[config.mk]
export PLATFORM = sky130hd
export DESIGN_NAME = sgr_attribute_tracker_flat
export DESIGN_NICKNAME = d
export VERILOG_FILES = /design/src/sgr_pkg.sv /design/src/sgr_ifaces.sv /design/src/sgr_decode.sv /design/src/sgr_out_buf.sv /design/src/sgr_attribute_tracker.sv /design/src/flat_wrapper.sv
export SDC_FILE = /design/constraint.sdc
export NUM_CORES = 1
export LEC_CHECK = 0
export ABC_CLOCK_PERIOD_IN_PS = 8200
export BUFFER_PORTS_ARGS = -buffer_cell sky130_fd_sc_hd__buf_2
export CAP_MARGIN = 20
export CORE_UTILIZATION = 45
export DETAILED_ROUTE_END_ITERATION = 8
export GPL_ROUTABILITY_DRIVEN = 0
export PLACE_DENSITY_LB_ADDON = 0.05
export SLEW_MARGIN = 20
export SYNTH_ARGS = -nofsm -noshare
export SYNTH_HDL_FRONTEND = slang
export SYNTH_SLANG_ARGS = --single-unit
export TNS_END_PERCENT = 50
[constraint.sdc]
create_clock -name clk -period 8.2 [get_ports clk]
set_clock_uncertainty 0.2 [all_clocks]
set_input_delay 1.23 -clock clk [delete_from_list [all_inputs] [get_ports clk]]
set_output_delay 1.23 -clock clk [all_outputs]
set_load 0.05 [all_outputs]
[src/sgr_pkg.sv]
// shared types and constants for the sgr attribute tracker
`default_nettype none

package sgr_pkg;

  localparam int unsigned ParamW    = 16;
  localparam int unsigned ColorW    = 24;
  localparam int unsigned KindW     = 2;
  localparam int unsigned StyleW    = 8;
  localparam int unsigned BlinkW    = 2;
  localparam int unsigned FontW     = 4;
  localparam int unsigned CfgIdxW   = 3;
  localparam int unsigned CfgDataW  = 24;

  // configuration register indexes
  localparam logic [CfgIdxW-1:0] CFG_DEF_FG_KIND  = 3'd0;
  localparam logic [CfgIdxW-1:0] CFG_DEF_FG_VALUE = 3'd1;
  localparam logic [CfgIdxW-1:0] CFG_DEF_BG_KIND  = 3'd2;
  localparam logic [CfgIdxW-1:0] CFG_DEF_BG_VALUE = 3'd3;

  // colour kinds
  localparam logic [KindW-1:0] KIND_SYSTEM    = 2'd1;
  localparam logic [KindW-1:0] KIND_INDEXED   = 2'd2;
  localparam logic [KindW-1:0] KIND_TRUECOLOR = 2'd3;

  // blink modes
  localparam logic [BlinkW-1:0] BLINK_NONE = 2'd0;
  localparam logic [BlinkW-1:0] BLINK_SLOW = 2'd1;
  localparam logic [BlinkW-1:0] BLINK_FAST = 2'd2;

  // style flag bits
  localparam int unsigned ST_BOLD      = 0;
  localparam int unsigned ST_FAINT     = 1;
  localparam int unsigned ST_ITALIC    = 2;
  localparam int unsigned ST_UNDERLINE = 3;
  localparam int unsigned ST_REVERSE   = 4;
  localparam int unsigned ST_CONCEAL   = 5;
  localparam int unsigned ST_CROSSED   = 6;
  localparam int unsigned ST_FRAKTUR   = 7;

  // sgr codes with special handling
  localparam logic [ParamW-1:0] SGR_FG_EXT     = 16'd38;
  localparam logic [ParamW-1:0] SGR_BG_EXT     = 16'd48;
  localparam logic [ParamW-1:0] SGR_FG_DEFAULT = 16'd39;
  localparam logic [ParamW-1:0] SGR_BG_DEFAULT = 16'd49;
  localparam logic [ParamW-1:0] SEL_INDEXED    = 16'd5;
  localparam logic [ParamW-1:0] SEL_TRUECOLOR  = 16'd2;
  localparam logic [ParamW-1:0] SGR_FONT_BASE  = 16'd10;

  // extended colour phase
  typedef enum logic [3:0] {
    PH_NORMAL   = 4'd0,
    PH_FG_SEL   = 4'd1,
    PH_BG_SEL   = 4'd2,
    PH_FG_INDEX = 4'd3,
    PH_BG_INDEX = 4'd4,
    PH_FG_RED   = 4'd5,
    PH_BG_RED   = 4'd6,
    PH_FG_GREEN = 4'd7,
    PH_BG_GREEN = 4'd8,
    PH_FG_BLUE  = 4'd9,
    PH_BG_BLUE  = 4'd10
  } phase_t;

  typedef struct packed {
    logic [StyleW-1:0] style;
    logic [BlinkW-1:0] blink;
    logic [FontW-1:0]  font;
    logic [KindW-1:0]  fg_kind;
    logic [ColorW-1:0] fg_value;
    logic [KindW-1:0]  bg_kind;
    logic [ColorW-1:0] bg_value;
  } attr_t;

  typedef struct packed {
    logic [KindW-1:0]  fg_kind;
    logic [ColorW-1:0] fg_value;
    logic [KindW-1:0]  bg_kind;
    logic [ColorW-1:0] bg_value;
  } defaults_t;

endpackage

`default_nettype wire

[src/sgr_ifaces.sv]
// valid/ready channel interfaces for parameters and attributes
`default_nettype none

interface sgr_param_if;
  logic        valid;
  logic        ready;
  logic [15:0] param_value;
  logic        first_of_sequence;

  modport source (output valid, param_value, first_of_sequence, input ready);
  modport sink (input valid, param_value, first_of_sequence, output ready);
endinterface

interface sgr_attr_if;
  logic        valid;
  logic        ready;
  logic [7:0]  style_flags;
  logic [1:0]  blink_mode;
  logic [3:0]  font_select;
  logic [1:0]  fg_kind;
  logic [23:0] fg_value;
  logic [1:0]  bg_kind;
  logic [23:0] bg_value;

  modport source (output valid, style_flags, blink_mode, font_select,
                  fg_kind, fg_value, bg_kind, bg_value, input ready);
  modport sink (input valid, style_flags, blink_mode, font_select,
                fg_kind, fg_value, bg_kind, bg_value, output ready);
endinterface

`default_nettype wire

[src/sgr_decode.sv]
// next attribute and extended colour phase for one sgr parameter
`default_nettype none

module sgr_decode
  import sgr_pkg::*;
(
  input  attr_t              cur,
  input  phase_t             phase,
  input  defaults_t          defaults,
  input  logic [ParamW-1:0]  param,
  input  logic               first,
  output attr_t              nxt,
  output phase_t             phase_next
);

  phase_t           ph;
  logic [7:0]       byte_val;
  logic [FontW-1:0] font_num;

  assign byte_val = param[7:0];
  assign font_num = FontW'(param - SGR_FONT_BASE);

  always_comb begin
    nxt        = cur;
    phase_next = PH_NORMAL;
    // a new sequence drops any pending extended form
    ph         = first ? PH_NORMAL : phase;

    unique case (ph)
      PH_FG_SEL, PH_BG_SEL: begin
        if (param == SEL_INDEXED) begin
          phase_next = (ph == PH_FG_SEL) ? PH_FG_INDEX : PH_BG_INDEX;
        end else if (param == SEL_TRUECOLOR) begin
          phase_next = (ph == PH_FG_SEL) ? PH_FG_RED : PH_BG_RED;
          if (ph == PH_FG_SEL) begin
            nxt.fg_kind  = KIND_TRUECOLOR;
            nxt.fg_value = '0;
          end else begin
            nxt.bg_kind  = KIND_TRUECOLOR;
            nxt.bg_value = '0;
          end
        end
      end
      PH_FG_INDEX: begin
        nxt.fg_kind  = KIND_INDEXED;
        nxt.fg_value = {16'd0, byte_val};
      end
      PH_BG_INDEX: begin
        nxt.bg_kind  = KIND_INDEXED;
        nxt.bg_value = {16'd0, byte_val};
      end
      PH_FG_RED: begin
        nxt.fg_value[23:16] = byte_val;
        phase_next          = PH_FG_GREEN;
      end
      PH_BG_RED: begin
        nxt.bg_value[23:16] = byte_val;
        phase_next          = PH_BG_GREEN;
      end
      PH_FG_GREEN: begin
        nxt.fg_value[15:8] = byte_val;
        phase_next         = PH_FG_BLUE;
      end
      PH_BG_GREEN: begin
        nxt.bg_value[15:8] = byte_val;
        phase_next         = PH_BG_BLUE;
      end
      PH_FG_BLUE: nxt.fg_value[7:0] = byte_val;
      PH_BG_BLUE: nxt.bg_value[7:0] = byte_val;
      default: begin
        // normal parameter
        case (param) inside
          16'd0: begin
            nxt.style    = '0;
            nxt.blink    = BLINK_NONE;
            nxt.font     = '0;
            nxt.fg_kind  = defaults.fg_kind;
            nxt.fg_value = defaults.fg_value;
            nxt.bg_kind  = defaults.bg_kind;
            nxt.bg_value = defaults.bg_value;
          end
          16'd1:  nxt.style[ST_BOLD]      = 1'b1;
          16'd2:  nxt.style[ST_FAINT]     = 1'b1;
          16'd3:  nxt.style[ST_ITALIC]    = 1'b1;
          16'd4:  nxt.style[ST_UNDERLINE] = 1'b1;
          16'd5:  nxt.blink               = BLINK_SLOW;
          16'd6:  nxt.blink               = BLINK_FAST;
          16'd7:  nxt.style[ST_REVERSE]   = 1'b1;
          16'd8:  nxt.style[ST_CONCEAL]   = 1'b1;
          16'd9:  nxt.style[ST_CROSSED]   = 1'b1;
          16'd20: nxt.style[ST_FRAKTUR]   = 1'b1;
          16'd21: nxt.style[ST_BOLD]      = 1'b0;
          16'd22: begin
            nxt.style[ST_BOLD]  = 1'b0;
            nxt.style[ST_FAINT] = 1'b0;
          end
          16'd23: begin
            nxt.style[ST_ITALIC]  = 1'b0;
            nxt.style[ST_FRAKTUR] = 1'b0;
          end
          16'd24: nxt.style[ST_UNDERLINE] = 1'b0;
          16'd25: nxt.blink               = BLINK_NONE;
          16'd27: nxt.style[ST_REVERSE]   = 1'b0;
          16'd28: nxt.style[ST_CONCEAL]   = 1'b0;
          16'd29: nxt.style[ST_CROSSED]   = 1'b0;
          SGR_FG_EXT: phase_next = PH_FG_SEL;
          SGR_BG_EXT: phase_next = PH_BG_SEL;
          SGR_FG_DEFAULT: begin
            nxt.fg_kind  = defaults.fg_kind;
            nxt.fg_value = defaults.fg_value;
          end
          SGR_BG_DEFAULT: begin
            nxt.bg_kind  = defaults.bg_kind;
            nxt.bg_value = defaults.bg_value;
          end
          [16'd10:16'd19]: nxt.font = font_num;
          [16'd30:16'd37], [16'd90:16'd97]: begin
            nxt.fg_kind  = KIND_SYSTEM;
            nxt.fg_value = {8'd0, param};
          end
          [16'd40:16'd47], [16'd100:16'd107]: begin
            nxt.bg_kind  = KIND_SYSTEM;
            nxt.bg_value = {8'd0, param};
          end
          default: ;
        endcase
      end
    endcase
  end

endmodule

`default_nettype wire

[src/sgr_out_buf.sv]
// two-entry output buffer with registered ready toward the producer
`default_nettype none

module sgr_out_buf
  import sgr_pkg::*;
(
  input  logic  clk,
  input  logic  rst,
  input  logic  push,
  input  attr_t push_data,
  output logic  push_ready,
  output logic  out_valid,
  output attr_t out_data,
  input  logic  out_ready
);

  logic  skid_valid;
  attr_t skid_data;

  assign push_ready = !skid_valid;

  always_ff @(posedge clk) begin
    if (rst) begin
      out_valid  <= 1'b0;
      skid_valid <= 1'b0;
    end else if (out_ready || !out_valid) begin
      if (skid_valid) begin
        out_valid  <= 1'b1;
        out_data   <= skid_data;
        skid_valid <= 1'b0;
      end else begin
        out_valid <= push;
        out_data  <= push_data;
      end
    end else if (push) begin
      // output stalled, park the beat
      skid_valid <= 1'b1;
      skid_data  <= push_data;
    end
  end

endmodule

`default_nettype wire

[src/sgr_attribute_tracker.sv]
// top level of the sgr attribute tracker
//
// param_in carries one sgr parameter per beat (param_value, saturated to
// 16 bits, and first_of_sequence marking the first parameter of a sequence).
// attr_out returns one beat per accepted parameter: the full current text
// attribute (style flags, blink mode, font, fg and bg colour kind and value)
// after that parameter has been applied.
// the result of an accepted parameter goes into a register of the output buffer.
// throughput: one parameter per cycle while param_in.ready is high; the attribute
// state and the 38/48 extended colour phase are updated from a combinational decode.
// a two-entry output buffer decouples the sides: param_in.ready comes from a
// register and stays high while the receiver takes beats; if attr_out is
// stalled one more beat is parked, then param_in.ready drops until a
// beat leaves.
// the cfg port writes the default colours (cfg_index 0..3); writes change
// only the defaults used by codes 0, 39 and 49, not the current colours.
// reset (rst, synchronous) clears the defaults, the attribute and the
// extended phase, and empties the output buffer.
`default_nettype none

module sgr_attribute_tracker
  import sgr_pkg::*;
(
  input  wire logic                clk,
  input  wire logic                rst,
  input  wire logic                cfg_we,
  input  wire logic [CfgIdxW-1:0]  cfg_index,
  input  wire logic [CfgDataW-1:0] cfg_data,
  sgr_param_if.sink                param_in,
  sgr_attr_if.source               attr_out
);

  defaults_t defaults;
  attr_t     attr;
  attr_t     attr_next;
  phase_t    phase;
  phase_t    phase_next;
  logic      accept;
  attr_t     out_data;

  // default colour registers
  always_ff @(posedge clk) begin
    if (rst) begin
      defaults <= '0;
    end else if (cfg_we) begin
      unique case (cfg_index)
        CFG_DEF_FG_KIND:  defaults.fg_kind  <= cfg_data[KindW-1:0];
        CFG_DEF_FG_VALUE: defaults.fg_value <= cfg_data[ColorW-1:0];
        CFG_DEF_BG_KIND:  defaults.bg_kind  <= cfg_data[KindW-1:0];
        CFG_DEF_BG_VALUE: defaults.bg_value <= cfg_data[ColorW-1:0];
        default: ;
      endcase
    end
  end

  assign accept = param_in.valid && param_in.ready;

  sgr_decode u_decode (
    .cur        (attr),
    .phase      (phase),
    .defaults   (defaults),
    .param      (param_in.param_value),
    .first      (param_in.first_of_sequence),
    .nxt        (attr_next),
    .phase_next (phase_next)
  );

  // current attribute and extended colour phase
  always_ff @(posedge clk) begin
    if (rst) begin
      attr  <= '0;
      phase <= PH_NORMAL;
    end else if (accept) begin
      attr  <= attr_next;
      phase <= phase_next;
    end
  end

  sgr_out_buf u_out_buf (
    .clk        (clk),
    .rst        (rst),
    .push       (accept),
    .push_data  (attr_next),
    .push_ready (param_in.ready),
    .out_valid  (attr_out.valid),
    .out_data   (out_data),
    .out_ready  (attr_out.ready)
  );

  assign attr_out.style_flags = out_data.style;
  assign attr_out.blink_mode  = out_data.blink;
  assign attr_out.font_select = out_data.font;
  assign attr_out.fg_kind     = out_data.fg_kind;
  assign attr_out.fg_value    = out_data.fg_value;
  assign attr_out.bg_kind     = out_data.bg_kind;
  assign attr_out.bg_value    = out_data.bg_value;

endmodule

`default_nettype wire

[src/flat_wrapper.sv]
// flat-port wrapper written by rule: the top's interface ports become plain ports
module sgr_attribute_tracker_flat import sgr_pkg::*;
  (clk, rst, cfg_we, cfg_index, cfg_data, param_in_valid, param_in_param_value, param_in_first_of_sequence, param_in_ready, attr_out_valid, attr_out_style_flags, attr_out_blink_mode, attr_out_font_select, attr_out_fg_kind, attr_out_fg_value, attr_out_bg_kind, attr_out_bg_value, attr_out_ready);
  sgr_param_if param_in_i ();
  sgr_attr_if attr_out_i ();
  input  wire logic clk;
  input  wire logic rst;
  input  wire logic cfg_we;
  input  wire logic [CfgIdxW-1:0] cfg_index;
  input  wire logic [CfgDataW-1:0] cfg_data;
  input wire logic [$bits(param_in_i.valid)-1:0] param_in_valid;
  input wire logic [$bits(param_in_i.param_value)-1:0] param_in_param_value;
  input wire logic [$bits(param_in_i.first_of_sequence)-1:0] param_in_first_of_sequence;
  output wire logic [$bits(param_in_i.ready)-1:0] param_in_ready;
  output wire logic [$bits(attr_out_i.valid)-1:0] attr_out_valid;
  output wire logic [$bits(attr_out_i.style_flags)-1:0] attr_out_style_flags;
  output wire logic [$bits(attr_out_i.blink_mode)-1:0] attr_out_blink_mode;
  output wire logic [$bits(attr_out_i.font_select)-1:0] attr_out_font_select;
  output wire logic [$bits(attr_out_i.fg_kind)-1:0] attr_out_fg_kind;
  output wire logic [$bits(attr_out_i.fg_value)-1:0] attr_out_fg_value;
  output wire logic [$bits(attr_out_i.bg_kind)-1:0] attr_out_bg_kind;
  output wire logic [$bits(attr_out_i.bg_value)-1:0] attr_out_bg_value;
  input wire logic [$bits(attr_out_i.ready)-1:0] attr_out_ready;
  assign param_in_i.valid = param_in_valid;
  assign param_in_i.param_value = param_in_param_value;
  assign param_in_i.first_of_sequence = param_in_first_of_sequence;
  assign param_in_ready = param_in_i.ready;
  assign attr_out_valid = attr_out_i.valid;
  assign attr_out_style_flags = attr_out_i.style_flags;
  assign attr_out_blink_mode = attr_out_i.blink_mode;
  assign attr_out_font_select = attr_out_i.font_select;
  assign attr_out_fg_kind = attr_out_i.fg_kind;
  assign attr_out_fg_value = attr_out_i.fg_value;
  assign attr_out_bg_kind = attr_out_i.bg_kind;
  assign attr_out_bg_value = attr_out_i.bg_value;
  assign attr_out_i.ready = attr_out_ready;
  sgr_attribute_tracker u_core (.clk(clk), .rst(rst), .cfg_we(cfg_we), .cfg_index(cfg_index), .cfg_data(cfg_data), .param_in(param_in_i), .attr_out(attr_out_i));
endmodule
==> impl_metrics.tcl, run 1 <==
set metrics [dict create \
    status "finished clean" \
    wl_per_cell_microns 22.3 \
    arrival_ns 4.30 \
    final_area_sq_um 14200 \
    setup_viol 0 \
    drtIter0Drc 1134 \
    wl_mm 38.3 \
    num-fill-cells 2542 \
    cp.depth 8 \
    place_hpwl_mm 24.7 \
    power_density_nw_per_um2 221 \
    grt.overflow.total 0 \
    async_reset_ff_share_pct 0 \
    vias 10500 \
    cts.clk_slew.worst_paths_ns 0.06 \
    syn_nets 1332 \
    min_period_ns 4.19 \
    finalSetupTns_ns 0 \
    required_ns 8.31 \
    post-route-period-util_pct 51.1 \
    hp-class "flop to flop" \
    clock-sinks 256 \
    drive_above_1_share_pct 19.5 \
    grt_max_degree 65 \
    whs_path_depth 2 \
    fin_ws_ns 4.01 \
    clock_latency_ns 0.55 \
    syn-cell-area_sq_um 12400 \
    start_util_pct 46.0 \
    dieHeight_microns 168 \
    cts-htree-levels 1 \
    syn_area_per_cell_sq_um 9.71 \
    tightest_slew_ns 1.07 \
    grt_usage_pct 26.8 \
    clockRootBuffer "clkbuf_16" \
    ir_drop_mv 0.143 \
    die_w_microns 168 \
    synth_top_area_share_pct 31.9 \
    netlist_instances 1279 \
    cp-start-kind "primary input" \
    fin_nets 1405 \
    cts_hold_buf 0 \
    drtAntennaViolNets 0 \
    cpMaxStageDelayCell "nor4bb_1" \
    r2r_cells 7 \
    clk_path_buf_depth 3 \
    leakage_nw 5.31 \
    min_from "u_core.attr[55]" \
    viasPerCell 6.12 \
    antenna_found_initial 1 \
    finalMaxSlewViolations 0 \
    reg2reg_setup_slack_ns 4.68 \
    layout.cells.non_filler 1716 \
    yosysTopAreaCell "edfxtp_1" \
    ys.flop_type "edfxtp_1" \
    hold_path_end "u_core.attr[55]" \
    synthTopCellsByArea "edfxtp_1, dfxtp_1, nand2_1" \
    ys_ff_latch 256 \
    cap_violations 0 \
    hold_viol 0 \
    fmax_mhz 239 \
    drc 0 \
    path_class "primary input to flop" \
    cts_setup_buffers 0 \
    cts_resized 0 \
    port_buffers 116 \
    seq_area_frac_synth_pct 51.9 \
    cts_made_buffers 28 \
    r2r-end "u_core.u_out_buf.out_data[3]" \
    synth-edff-count 132 \
    end_kind "flop" \
    coreArea_sq_um 27000 \
    dp.cells 1661 \
    syn2layout_area_growth_pct 14.3 \
    io_pins 117 \
    rr_startpoint "u_core.phase[0]" \
    worst-path-buf-inv 1 \
    rsz0062_at_grt "false" \
    die_area_sq_um 28300 \
    drt-pass1-iter-count 7 \
    max_stage_delay_ns 0.62 \
    ys_types 89 \
    slew_headroom_pct 28.6 \
    yosysWarnings 0 \
    mostFrequentLayoutCells "nand2_1, edfxtp_1, a21oi_1" \
    cp_max_fo 37 \
    detailed_place.area_sq_um 13200 \
    grt_pass1_wl_mm 58.6 \
    final_util_pct 52.5 \
    path_delay_family "simple AND/OR/NAND/NOR gates" \
    path_cells "buf_2, nor4bb_1, nand4_2, and2_0, a22oi_1, a221oi_1, a221o_1, mux2_2" \
    mostFrequentLayoutCell "nand2_1" \
    cts_tree "yes" \
    rows 60 \
    grt_pass1_vias 9852 \
    preCtsSetupSlack_ns 3.55 \
]
[final cells by class]
class / count / area, sq um / share of cell area [%]
Multi-Input combinational cell: 898 / 5490 / 38.7
Clock buffer: 38 / 818 / 5.77
Sequential cell: 256 / 6450 / 45.4
Tap cell: 341 / 427 / 3.01
Antenna cell: 1 / 2.50 / 0.0176
Timing Repair Buffer: 140 / 764 / 5.39
Clock inverter: 14 / 144 / 1.01
Inverter: 28 / 105 / 0.740
[cell families (layout without fill, tap and decap cells)]
| kind of cell | Yosys count | in the layout | synth area share [%] |
|---|---|---|---|
| compound gates | 442 | 442 | 24.0 |
| simple gates | 407 | 407 | 15.5 |
| flops | 256 | 256 | 51.9 |
| buf+inv | 125 | 220 | 4.14 |
| mux | 42 | 42 | 3.78 |
| fa+ha+maj | 4 | 4 | 0.403 |
| xor+xnor | 3 | 3 | 0.212 |
| other cells | 0 | 1 | 0 |
[worst register-to-register path, delay by kind of cell (launching register included)]
family,cells,cell delay (ns)
mux,1,0.30
buf+inv,1,0.40
compound gates,3,1.35
simple gates,2,0.49
flops,1,0.53
[power breakdown]
| group | switching [W] | internal [W] |
|---|---|---|
| Sequential | 0.0000271 | 0.00140 |
| Combinational | 0.000299 | 0.000112 |
| Clock | 0.000534 | 0.000763 |
| Total | 0.000860 | 0.00228 |
[cells in the mapped netlist, types with 8 or more instances]
cell type	count
dfxtp_1	124
o31ai_1	12
o21ai_1	10
a22o_1	13
and3_1	10
nand2_1	195
clkbuf_1	71
nor3_1	17
nor2_1	82
mux2_2	39
inv_1	27
a21o_1	14
o21ai_0	73
buf_2	15
o22ai_1	10
a221oi_1	20
a31o_2	10
a22oi_1	26
nand4_1	8
nand3_1	19
nand2b_1	13
a21oi_1	128
a31oi_1	22
edfxtp_1	132
o21a_1	17
a221o_1	10
[worst max-delay path by stage]
stage / start / to / slack, ns
global placement: param_in_param_value[4] / u_core.u_out_buf.out_data[11] / 3.63
detailed placement: param_in_param_value[4] / u_core.u_out_buf.out_data[11] / 3.55
CTS: param_in_param_value[4] / u_core.u_out_buf.out_data[11] / 4.11
finish: param_in_param_value[4] / u_core.u_out_buf.out_data[11] / 4.01
global route: param_in_param_value[4] / u_core.u_out_buf.out_data[11] / 3.86
floorplan: param_in_valid / u_core.u_out_buf.skid_data[0] / 1.17
[routing by layer]
metal  share of wire (%)  vias up  track usage (%)
li1                    -     4919                -
met2                  44      407             40.1
met4                 2.5        0             9.17
met1                  48     5119             39.8
met5                   0        -                0
met3                 6.2       59             3.46
[state kept, by name, summed over array words and instances (netlist names)]
name	flops
u_core.attr	66
u_core.u_out_buf.out_data	66
u_core.u_out_buf.skid_data	66
u_core.defaults	52
u_core.phase	4
u_core.u_out_buf.out_valid	1
u_core.u_out_buf.skid_valid	1
[per-stage QoR]
| step | total power, W | hold slack, ns |
|---|---|---|
| 2_1_floorplan | 0.00174 | 0.236 |
| 3_3_place_gp | 0.00186 | 0.243 |
| 3_5_place_dp | 0.00186 | 0.248 |
| 4_1_cts | 0.00316 | 0.258 |
| 5_1_grt | 0.00324 | 0.276 |
| 6_report | 0.00314 | 0.257 |
Note: power is estimated with default switching activity, not from simulation.
==> run 2, diff against run 1 <==
--- a/config.mk
+++ b/config.mk
@@ -5,7 +5,7 @@
 export SDC_FILE = /design/constraint.sdc
 export NUM_CORES = 1
 export LEC_CHECK = 0
-export ABC_CLOCK_PERIOD_IN_PS = 8200
+export ABC_CLOCK_PERIOD_IN_PS = 4100
 export BUFFER_PORTS_ARGS = -buffer_cell sky130_fd_sc_hd__buf_2
 export CAP_MARGIN = 20
 export CORE_UTILIZATION = 45
==> constraint.sdc (replaced) <==
create_clock -name clk -period 4.1 [get_ports clk]
set_clock_uncertainty 0.2 [all_clocks]
set_input_delay 0.615 -clock clk [delete_from_list [all_inputs] [get_ports clk]]
set_output_delay 0.615 -clock clk [all_outputs]
set_load 0.05 [all_outputs]
==> run 2 against run 1 <==
  * Via count rose by 2.6%
  * Routed wire length increased by 3.4%
  * Core utilization up 0.99 points
  * Clock power grew 110%
  * Worst hold slack lost 0.15 ns
  * Critical path depth up 1
  * First-iteration DRC count increased by 3.4%
  * Register-to-register slack got worse by 3.7 ns
  * Global-route usage grew 1.1 points
  * Design area increased by 1.9%
  * Sequential power up 100%
  * Die area stayed put
  * Largest cell class unchanged
==> impl_metrics.tcl, run 2 (synthesis gave the netlist of run 1 again) <==
set metrics [dict create \
    grtUsageMet2_pct 41.7 \
    grt_usage_pct 27.8 \
    fin_nets 1433 \
    slew_headroom_pct 37.8 \
    drt-pass1-iter-count 7 \
    tightest_slew_ns 0.934 \
    preCtsSetupSlack_ns 0.323 \
    viasPerCell 6.18 \
    die_w_microns 168 \
    coreArea_sq_um 27000 \
    rr_startpoint "u_core.phase[1]" \
    cts_tree "yes" \
    status "finished clean" \
    cts_made_buffers 28 \
    clk_path_buf_depth 3 \
    clock_latency_ns 0.56 \
    drtAntennaViolNets 0 \
    arrival_ns 3.36 \
    cp-start-kind "primary input" \
    syn2layout_area_growth_pct 16.4 \
    path_cells "buf_2, buf_4, nor4_1, nand4_1, a32o_1, a2111oi_0, o31a_1, a21boi_1, o31ai_1" \
    min_period_ns 3.29 \
    cp-startpoint "param_in_param_value[0]" \
    finalMaxSlewViolations 0 \
    clockRootBuffer "clkbuf_16" \
    finalSetupTns_ns 0 \
    dieHeight_microns 168 \
    cts_hold_buf 0 \
    rsz0062_at_grt "false" \
    diodes 0 \
    min_from "cfg_data[14]" \
    cts-htree-levels 1 \
    grt_pass1_vias 9768 \
    end_kind "flop" \
    path_class "primary input to flop" \
    leakage_nw 5.48 \
    cts_setup_buffers 0 \
    required_ns 4.18 \
    drive_above_1_share_pct 21.0 \
    setup_viol 0 \
    clock-sinks 256 \
    hp-class "primary input to flop" \
    mostFrequentLayoutCells "nand2_1, edfxtp_1, a21oi_1" \
    post-route-period-util_pct 80.2 \
    cpMaxStageDelayCell "a32o_1" \
    fin_ws_ns 0.812 \
    die_area_sq_um 28300 \
    io_pins 117 \
    wl_per_cell_microns 22.7 \
    mostFrequentLayoutCell "nand2_1" \
    cts_resized 0 \
    grt_max_degree 55 \
    antenna_found_initial 1 \
    ir_drop_mv 0.267 \
    place_hpwl_mm 26.3 \
    use_met1_pct 41.3 \
    grt.overflow.total 0 \
    hold_viol 0 \
    cap_violations 0 \
    cp_max_fo 20 \
    start_util_pct 46.0 \
    vias 10800 \
    use_met3_pct 3.71 \
    power_density_nw_per_um2 444 \
    port_buffers 116 \
    top_regs "u_core.attr x66, u_core.u_out_buf.out_data x66, u_core.u_out_buf.skid_data x66" \
    max_stage_delay_ns 0.51 \
    drc 0 \
    wl_mm 39.6 \
    rows 60 \
    drtIter0Drc 1173 \
    fmax_mhz 304 \
    grt.busiest_layer "met2" \
    grt_pass1_wl_mm 60.4 \
    cts.clk_slew.worst_paths_ns 0.06 \
]
run 2: changes by cell type in the layout (fill, tap and decap cells not counted), moves of 2 or more:
cell,delta
clkinvlp_4,-2
clkbuf_16,+2
buf_12,+2
clkbuf_8,-3
buf_4,+28
clkbuf_1,+4
clkinv_1,-2
run 2: critical path: cells and delay by family:
kind                   cells  cell delay (ns)
buffers and inverters      2             0.53
AO/OA/AOI/OAI              5             1.54
AND/OR/NAND/NOR            2             0.65
run 2: path summary, 6_finish.rpt:
check | cells past startpoint | slack [ns] | endpoint
hold reg to reg | 2 | 0.26 | u_core.attr[55]
setup / recovery | 9 | 0.81 | u_core.u_out_buf.out_data[29]
setup reg to reg | 8 | 0.98 | u_core.u_out_buf.out_data[2]
hold / removal | 3 | 0.10 | u_core.defaults[40]
run 2: layout make-up:
type                       count  area, sq um
tap                          341          427
clock inverter                11          155
sequential                   256         6450
fill                        2508        12600
clock buffer                  41          842
multi-input combinational    898         5490
timing repair buffer         168          998
inverter                      28          105
run 2: per-stage QoR:
stage	cells	area (sq um)	power, W	util (%)	hold WS (ns)
after detailed placement	1691	13500	0.00375	49.8	0.249
after global routing	1743	14500	0.00662	53.5	0.109
after floorplan	1279	12400	0.00348	-	0.236
after global placement	1691	13500	0.00375	49.8	0.245
final	1743	14500	0.00642	53.5	0.104
after CTS	1743	14500	0.00645	53.5	0.0948
run 2: layer usage:
metal  up-vias  wire (microns)
li1       4982               -
met1      5219           18000
met5         -               0
met2       505           17200
met4         0            1260
met3        70            3170
run 2: power breakdown:
part / internal [W] / total, W / switching, W
logic: 0.000241 / 0.000852 / 0.000610
clock network: 0.00162 / 0.00271 / 0.00109
registers: 0.00281 / 0.00286 / 0.0000509
total: 0.00467 / 0.00642 / 0.00175
